`src/rtl/psec_pkg.sv`:
```
package psec_pkg;

  localparam int BITS_PER_ITEM = 8;

  localparam int REG_W     = 64;
  localparam int LEN_W     = 7;
  localparam int SCORE_W   = 9;
  localparam int CNT48_W   = 48;
  localparam int CNT32_W   = 32;
  localparam int BYTE_CNT_W = 4;

  localparam int CFG_IDX_W  = 3;
  localparam int CFG_DATA_W = REG_W;

  // register indexes on the configuration port
  typedef enum logic [CFG_IDX_W-1:0] {
    CFG_SEED = 3'd0,
    CFG_MASK = 3'd1,
    CFG_TAPS = 3'd2,
    CFG_LEN  = 3'd3
  } cfg_index_t;

  localparam logic [REG_W-1:0] SEED_RST = 64'd1;
  localparam logic [REG_W-1:0] MASK_RST = 64'd127;
  localparam logic [REG_W-1:0] TAPS_RST = 64'd96;
  localparam logic [LEN_W-1:0] LEN_RST  = 7'd7;

  // result tdata layout, lowest bit first
  localparam int OUT_LOCK_LSB  = 0;
  localparam int OUT_BERR_LSB  = OUT_LOCK_LSB + 1;
  localparam int OUT_TBITS_LSB = OUT_BERR_LSB + BYTE_CNT_W;
  localparam int OUT_LBITS_LSB = OUT_TBITS_LSB + CNT48_W;
  localparam int OUT_ERRS_LSB  = OUT_LBITS_LSB + CNT48_W;
  localparam int OUT_SLIP_LSB  = OUT_ERRS_LSB + CNT48_W;
  localparam int OUT_USED_W    = OUT_SLIP_LSB + CNT32_W;
  localparam int OUT_DATA_W    = ((OUT_USED_W + 7) / 8) * 8;

  localparam int IN_DATA_W = BITS_PER_ITEM;

endpackage

```
`src/rtl/prbs_sync_error_checker_unit.sv`:
```
// PRBS bit error checker with a programmable self-synchronizing LFSR. Each received
// byte (in_tdata) is checked MSB first against a prediction formed as the parity of
// the shift register bits selected by feedback_taps. While unlocked the received bits
// feed the register and a run of more than 4*register_length matches declares lock;
// while locked the predicted bits feed the register and a leaky error score (down on
// a match, up on a mismatch) drops lock and counts a slip once it exceeds the same
// threshold. in_tuser set clears the statistics, lock and score before its byte; the
// shift register is kept. in_tlast is echoed on out_tlast. Every byte yields one
// result transfer carrying the lock state, the byte's error bits and the saturating
// bit, locked-bit, error and slip counters. Timing: one input register and one result
// register with all eight bit steps unrolled between them, so a byte is accepted every
// cycle while out_tready stays high; the eight chained bit steps, each a parity tree
// feeding the next shift, set the clock period rather than the throughput. The user
// must write configuration through cfg_we/cfg_index/cfg_wdata only while no byte is
// in flight; the block does not enforce this. Writing seed_value reloads the shift
// register at once, and indexes above 3 are ignored.
module prbs_sync_error_checker_unit
  import psec_pkg::*;
(
  input  logic                  clk,
  input  logic                  rst_n,

  input  logic                  in_tvalid,
  output logic                  in_tready,
  input  logic [IN_DATA_W-1:0]  in_tdata,   // rx_byte
  input  logic                  in_tuser,   // clear_stats
  input  logic                  in_tlast,   // end_of_buffer

  output logic                  out_tvalid,
  input  logic                  out_tready,
  // is_locked, byte_error_bits, total_bits, locked_bits, total_errors, slip_count, zero pad
  output logic [OUT_DATA_W-1:0] out_tdata,
  output logic                  out_tlast,  // end_of_buffer_out

  input  logic                  cfg_we,
  input  logic [CFG_IDX_W-1:0]  cfg_index,
  input  logic [CFG_DATA_W-1:0] cfg_wdata
);

  // configuration registers
  logic [REG_W-1:0] mask_r;
  logic [REG_W-1:0] taps_r;
  logic [LEN_W-1:0] len_r;

  // checker state
  logic [REG_W-1:0]   shift_r,  shift_nxt;
  logic               lock_r,   lock_nxt;
  logic [SCORE_W-1:0] score_r,  score_nxt;
  logic [CNT48_W-1:0] tbits_r,  tbits_nxt;
  logic [CNT48_W-1:0] lbits_r,  lbits_nxt;
  logic [CNT48_W-1:0] errs_r,   errs_nxt;
  logic [CNT32_W-1:0] slips_r,  slips_nxt;

  // input stage
  logic                 in_valid_r;
  logic [IN_DATA_W-1:0] rx_r;
  logic                 clr_r;
  logic                 eob_r;

  // result stage
  logic                  out_valid_r;
  logic [OUT_DATA_W-1:0] out_data_r, out_data_nxt;
  logic                  out_last_r;

  logic in_xfer;
  logic advance;   // input stage moves into the result stage

  logic [BYTE_CNT_W-1:0] byte_errs;
  logic [BYTE_CNT_W-1:0] byte_locked;
  logic [BYTE_CNT_W-1:0] byte_slips;

  function automatic logic [CNT48_W-1:0] sat_add48(logic [CNT48_W-1:0] v,
                                                   logic [BYTE_CNT_W-1:0] inc);
    logic [CNT48_W:0] sum;
    sum = {1'b0, v} + {{(CNT48_W+1-BYTE_CNT_W){1'b0}}, inc};
    return sum[CNT48_W] ? {CNT48_W{1'b1}} : sum[CNT48_W-1:0];
  endfunction

  function automatic logic [CNT32_W-1:0] sat_add32(logic [CNT32_W-1:0] v,
                                                   logic [BYTE_CNT_W-1:0] inc);
    logic [CNT32_W:0] sum;
    sum = {1'b0, v} + {{(CNT32_W+1-BYTE_CNT_W){1'b0}}, inc};
    return sum[CNT32_W] ? {CNT32_W{1'b1}} : sum[CNT32_W-1:0];
  endfunction

  // handshake: input stage is free or drains this cycle
  assign advance   = in_valid_r && (!out_valid_r || out_tready);
  assign in_tready = !in_valid_r || advance;
  assign in_xfer   = in_tvalid && in_tready;

  // eight bit steps of one byte, MSB first
  always_comb begin
    logic [REG_W-1:0]      s;
    logic                  lk;
    logic [SCORE_W-1:0]    sc;
    logic [SCORE_W-1:0]    thr;
    logic [IN_DATA_W-1:0]  rx_sh;
    logic                  bit_in;
    logic                  pred;
    logic [BYTE_CNT_W-1:0] n_err;
    logic [BYTE_CNT_W-1:0] n_lck;
    logic [BYTE_CNT_W-1:0] n_slp;
    logic [CNT48_W-1:0]    base_t;
    logic [CNT48_W-1:0]    base_l;
    logic [CNT48_W-1:0]    base_e;
    logic [CNT32_W-1:0]    base_s;

    thr   = {len_r, 2'b00};
    s     = shift_r;
    lk    = clr_r ? 1'b0 : lock_r;
    sc    = clr_r ? '0 : score_r;
    rx_sh = rx_r;
    n_err = '0;
    n_lck = '0;
    n_slp = '0;

    for (int i = 0; i < BITS_PER_ITEM; i++) begin
      bit_in = rx_sh[IN_DATA_W-1];
      rx_sh  = {rx_sh[IN_DATA_W-2:0], 1'b0};
      pred   = ^(s & taps_r);
      s      = {s[REG_W-2:0], (lk ? pred : bit_in)} & mask_r;
      if (lk) begin
        n_lck = n_lck + 4'd1;
        if (bit_in == pred) begin
          if (sc != '0) sc = sc - 9'd1;
        end else begin
          sc    = sc + 9'd1;
          n_err = n_err + 4'd1;
        end
        if (sc > thr) begin
          // error score ran over: lock lost
          sc    = '0;
          lk    = 1'b0;
          n_slp = n_slp + 4'd1;
        end
      end else begin
        sc = (bit_in == pred) ? sc + 9'd1 : '0;
        if (sc > thr) begin
          sc = '0;
          lk = 1'b1;
        end
      end
    end

    base_t = clr_r ? '0 : tbits_r;
    base_l = clr_r ? '0 : lbits_r;
    base_e = clr_r ? '0 : errs_r;
    base_s = clr_r ? '0 : slips_r;

    byte_errs   = n_err;
    byte_locked = n_lck;
    byte_slips  = n_slp;

    shift_nxt = s;
    lock_nxt  = lk;
    score_nxt = sc;
    tbits_nxt = sat_add48(base_t, BYTE_CNT_W'(BITS_PER_ITEM));
    lbits_nxt = sat_add48(base_l, byte_locked);
    errs_nxt  = sat_add48(base_e, byte_errs);
    slips_nxt = sat_add32(base_s, byte_slips);

    out_data_nxt = '0;
    out_data_nxt[OUT_LOCK_LSB]                         = lock_nxt;
    out_data_nxt[OUT_BERR_LSB  +: BYTE_CNT_W]          = byte_errs;
    out_data_nxt[OUT_TBITS_LSB +: CNT48_W]             = tbits_nxt;
    out_data_nxt[OUT_LBITS_LSB +: CNT48_W]             = lbits_nxt;
    out_data_nxt[OUT_ERRS_LSB  +: CNT48_W]             = errs_nxt;
    out_data_nxt[OUT_SLIP_LSB  +: CNT32_W]             = slips_nxt;
  end

  // configuration and checker state
  always_ff @(posedge clk) begin
    if (!rst_n) begin
      mask_r  <= MASK_RST;
      taps_r  <= TAPS_RST;
      len_r   <= LEN_RST;
      shift_r <= SEED_RST;
      lock_r  <= 1'b0;
      score_r <= '0;
      tbits_r <= '0;
      lbits_r <= '0;
      errs_r  <= '0;
      slips_r <= '0;
    end else if (cfg_we) begin
      case (cfg_index)
        CFG_SEED: shift_r <= cfg_wdata;
        CFG_MASK: mask_r  <= cfg_wdata;
        CFG_TAPS: taps_r  <= cfg_wdata;
        CFG_LEN:  len_r   <= cfg_wdata[LEN_W-1:0];
        default:  ;
      endcase
    end else if (advance) begin
      shift_r <= shift_nxt;
      lock_r  <= lock_nxt;
      score_r <= score_nxt;
      tbits_r <= tbits_nxt;
      lbits_r <= lbits_nxt;
      errs_r  <= errs_nxt;
      slips_r <= slips_nxt;
    end
  end

  // input stage
  always_ff @(posedge clk) begin
    if (!rst_n) begin
      in_valid_r <= 1'b0;
    end else if (in_xfer) begin
      in_valid_r <= 1'b1;
    end else if (advance) begin
      in_valid_r <= 1'b0;
    end
  end

  always_ff @(posedge clk) begin
    if (in_xfer) begin
      rx_r  <= in_tdata;
      clr_r <= in_tuser;
      eob_r <= in_tlast;
    end
  end

  // result stage, holds until the transfer completes
  always_ff @(posedge clk) begin
    if (!rst_n) begin
      out_valid_r <= 1'b0;
    end else if (advance) begin
      out_valid_r <= 1'b1;
    end else if (out_tready) begin
      out_valid_r <= 1'b0;
    end
  end

  always_ff @(posedge clk) begin
    if (advance) begin
      out_data_r <= out_data_nxt;
      out_last_r <= eob_r;
    end
  end

  assign out_tvalid = out_valid_r;
  assign out_tdata  = out_data_r;
  assign out_tlast  = out_last_r;

endmodule

```
`config.mk`:
```
export PLATFORM = sky130hd
export DESIGN_NAME = prbs_sync_error_checker_unit
export DESIGN_NICKNAME = d
export VERILOG_FILES = /design/src/rtl/psec_pkg.sv /design/src/rtl/prbs_sync_error_checker_unit.sv
export SDC_FILE = /design/constraint.sdc
export NUM_CORES = 2
export LEC_CHECK = 0
export BUFFER_PORTS_ARGS = -buffer_cell sky130_fd_sc_hd__buf_2
export CORE_MARGIN = 2
export CORE_UTILIZATION = 55
export CTS_CLUSTER_DIAMETER = 30
export DETAILED_ROUTE_END_ITERATION = 7
export GPL_TIMING_DRIVEN = 0
export PLACE_DENSITY_LB_ADDON = 0.1
export SLEW_MARGIN = 0
export SYNTH_ARGS = -nofsm -noshare
export SYNTH_HDL_FRONTEND = slang
export SYNTH_SLANG_ARGS = --single-unit
```
`constraint.sdc`:
```
create_clock -name clk -period 54.3 [get_ports clk]
set_input_delay 8.145 -clock clk [delete_from_list [all_inputs] [get_ports clk]]
set_output_delay 8.145 -clock clk [all_outputs]
set_load 0.02 [all_outputs]
```
==> reports/qor.csv <==
metric,value,unit
CTS sink count,579,
pwr dens,51.0,nW/um^2
Remaining DRCs,0,
row count,105,
DR WL/cell,24.3,um
grt peak-use layer,met2,
Main synth FF type,dfxtp_1,
TritonCTS clock tree,built,
Slew @ Worst Pin,1430,ps
"Largest stage delay, worst path",930,ps
peak supply drop,0.0540,mV
crit path launch type,flop,
synthesized instance count,5739,
"Clk Latency, worst-skew pair",710,ps
DR iter-0 viols,5839,
worst rel slew slack,4.52,%
Post-Synth Adder-Cell Area,4.80,%
maxcap violations,0,
RePlAce Congestion,1.05,
die height,291,um
I/O Buffers,264,
Tot GR Track Use,40.5,%
global routing usage on met2,64.2,%
fill count,7258,
r2r setup slk,16210,ps
placed inst area,48100,sq um
First-pass DRT Iterations,6,
CP Launch Point,clr_r,
Core ar.,81800,sq um
Fmax,0.0263,GHz
full die area,84700,sq um
R2R depth,164,
CTS buffer count,114,
Post-Synth XOR/XNOR Area,15.2,%
initial antenna violation count,10,
vias,45831,
reg2reg start,clr_r,
Worst Path Required,54890,ps
arrival time of the worst setup path,38680,ps
crit path kind,reg2reg,
async set-reset flop share out of synthesis,0,%
Critical Path Fanout Max,11,
RSZ-0062 raised after global routing,false,
CP max-delay cell,a211oi_1,
top cell type's share of synthesized area,17.1,%
largest area contributor in the netlist,dfxtp_1,
Starting Density,55.4,%
"EDFF count, synth",192,
first-pass GRT wire length,264000,um
clock skew,41.9,ps
Synth cell types,132,
pin count of the biggest net entering global routing,36,
Routed Antenna Nets,0,
vias per cell,6.28,
Final Setup Violations,0,
Die Width,291,um
Pleak,20.0,nW
largest family of logic cells by synthesized area,simple AND/OR/NAND/NOR gates,
Crit path top cell by count,nand2b_1,
total grt overflow,0,
Crit Reg-Reg Endpoint,slips_r[11],
mux share of post-synthesis cell area,1.15,%
met3 GRT Util,8.35,%
Compound-Gate Fraction of Synth Area,16.7,%
hold_buf cts,0,
setup tns final,0,ps
clock slew at reported path FFs,50,ps
CTS root buf,clkbuf_16,
number of global-route vias before repair,43239,
Setup crit end,slips_r[11],
Nets,6381,
average cell area after synthesis,7.90,sq um
post-DP HPWL,137000,um
post-CTS sizing,0,
CP Capture Type,flop,
CTS H-tree depth,3,
post-CTS setup buffers,0,
worst-case clock buffer depth,3,
sequential fraction of the synthesis area,29.8,%
status,"finished, final reports clean",
final hold vios,0,
Min-Delay Path Class,reg2reg,
synthesized area,45300,sq um
Area contributors post-synth,"dfxtp_1 (17%), edfxtp_1 (13%), xnor2_1 (10%)",
post-route design area,52100,sq um
synthesis-stage register bit count,579,
fin. max-slew vios,0,
share of layout cells above drive strength 1,10.4,%
Tmin final,38090,ps
final WL,177000,um
met1 Use GR,52.9,%
Layout area overhead,15.0,%
Boundary Pins,269,
Yosys Warn Count,0,
Synth Area in Simple Gates,28.5,%
"Period Utilization, post-route",70.1,%
==> layout make-up <==
type                    instances  area [sq um]  area share (%)
multi-input cells            4737         30100            57.7
flip-flops and latches        579         13500            25.9
clock buffers                 134          3020            5.79
repair buffers                270          1440            2.75
plain buffers                 326          1340            2.57
well taps                    1070          1340            2.57
clock inverters                81           991            1.90
inverters                      99           377           0.722
diodes                          7          17.5          0.0336
==> stage by stage <==
step	hold slack [ps]	power (mW)	instances	util, %	worst slack, ps
floorplan	400	1.53	5741	-	25980
global placement	405	1.88	7075	58.6	17570
detailed placement	405	1.89	7081	58.8	17300
CTS	409	2.62	7296	63.7	17050
global route	411	2.81	7296	63.7	13750
finish	410	2.66	7303	63.7	16210
==> logic make-up after synthesis <==
logic type	Yosys count
AO/OA/AOI/OAI	1024
XOR/XNOR	765
AND/OR/NAND/NOR	2724
flip-flops	579
buffers and inverters	425
other	1
multiplexers	49
adder cells (fa/ha/maj)	172
==> worst min-delay path by stage <==
stage / to / slack, ps / depth (start not counted) / from
floorplan: out_tlast / 400 / 0 / eob_r
global placement: out_tlast / 400 / 0 / eob_r
detailed placement: out_tlast / 410 / 0 / eob_r
CTS: out_tlast / 410 / 0 / eob_r
global route: out_tlast / 410 / 0 / eob_r
finish: out_tlast / 410 / 0 / eob_r
==> sequential cells by signal, summed over array words and instances, names as in the netlist, 7 cells and up <==
register,flops
errs_r,48
lbits_r,48
len_r,7
mask_r,64
out_tdata,181
rx_r,8
score_r,9
shift_r,64
slips_r,32
taps_r,64
tbits_r,48
==> layout by cell type (no fill, tap or decap), types with 30 or more instances in the layout <==
cell / Yosys / layout
nand2_1: 916 / 916
xnor2_1: 523 / 523
o311ai_0: 34 / 34
ha_1: 169 / 169
nor3_1: 100 / 100
dfxtp_1: 387 / 387
a21boi_0: 143 / 143
nor3b_1: 134 / 134
o211a_1: 116 / 116
and2_1: 60 / 60
clkbuf_16: 0 / 116
nand3_1: 376 / 376
o21a_1: 31 / 31
a31oi_1: 30 / 30
and3_1: 49 / 49
a21oi_1: 123 / 123
nor2b_1: 89 / 88
inv_1: 89 / 89
nand2b_1: 73 / 73
o211ai_1: 57 / 57
nand4_1: 104 / 104
clkbuf_1: 253 / 266
xor2_1: 227 / 227
or3_1: 32 / 32
buf_2: 43 / 307
edfxtp_1: 192 / 192
nor2_1: 656 / 655
o21ai_0: 208 / 208
==> cells in the mapped netlist (18+ instances only) <==
cell and number:
o211ai_1 57, o311ai_0 34, o21a_1 31, o22ai_1 18, o211a_1 116, xor2_1 227, nor2_1 656, edfxtp_1 192
and4_1 24, nand4_1 104, nand2_1 916, nand2b_1 73, nor3b_1 134, buf_2 43, o21ai_0 208, a21boi_0 143
ha_1 169, nor2b_1 89, or3_1 32, and3_1 49, xnor2_1 523, dfxtp_1 387, and2_1 60, nand3_1 376
nor3_1 100, clkbuf_1 253, nor4_1 24, mux2_2 22, inv_1 89, a31oi_1 30, a21o_1 29, a21oi_1 123
mux2i_1 25
==> metal layers <==
metal  wire [um]  part of all wire [%]
met1       70700                    40
met2       78800                    44
met3       18200                    10
met4        9530                   5.4
met5          36                 0.020
==> critical path: cells and delay by family, from the launching register on <==
kind,cells,cell delay [ps]
adders and majority gates,17,5210
muxes,1,120
DFF,1,490
xor gates and xnor gates,6,2050
and+or+nand+nor,48,6910
AOI/OAI and AO/OA,67,15020
buffers and inverters,25,8000
==> where the power goes <==
part / switching (mW) / internal (mW) / leakage (nW)
combinational: 0.933 / 0.505 / 13.1
clock: 0.258 / 0.464 / 1.90
sequential: 0.0203 / 0.477 / 5.04
Power figures use the tool's default switching activity.
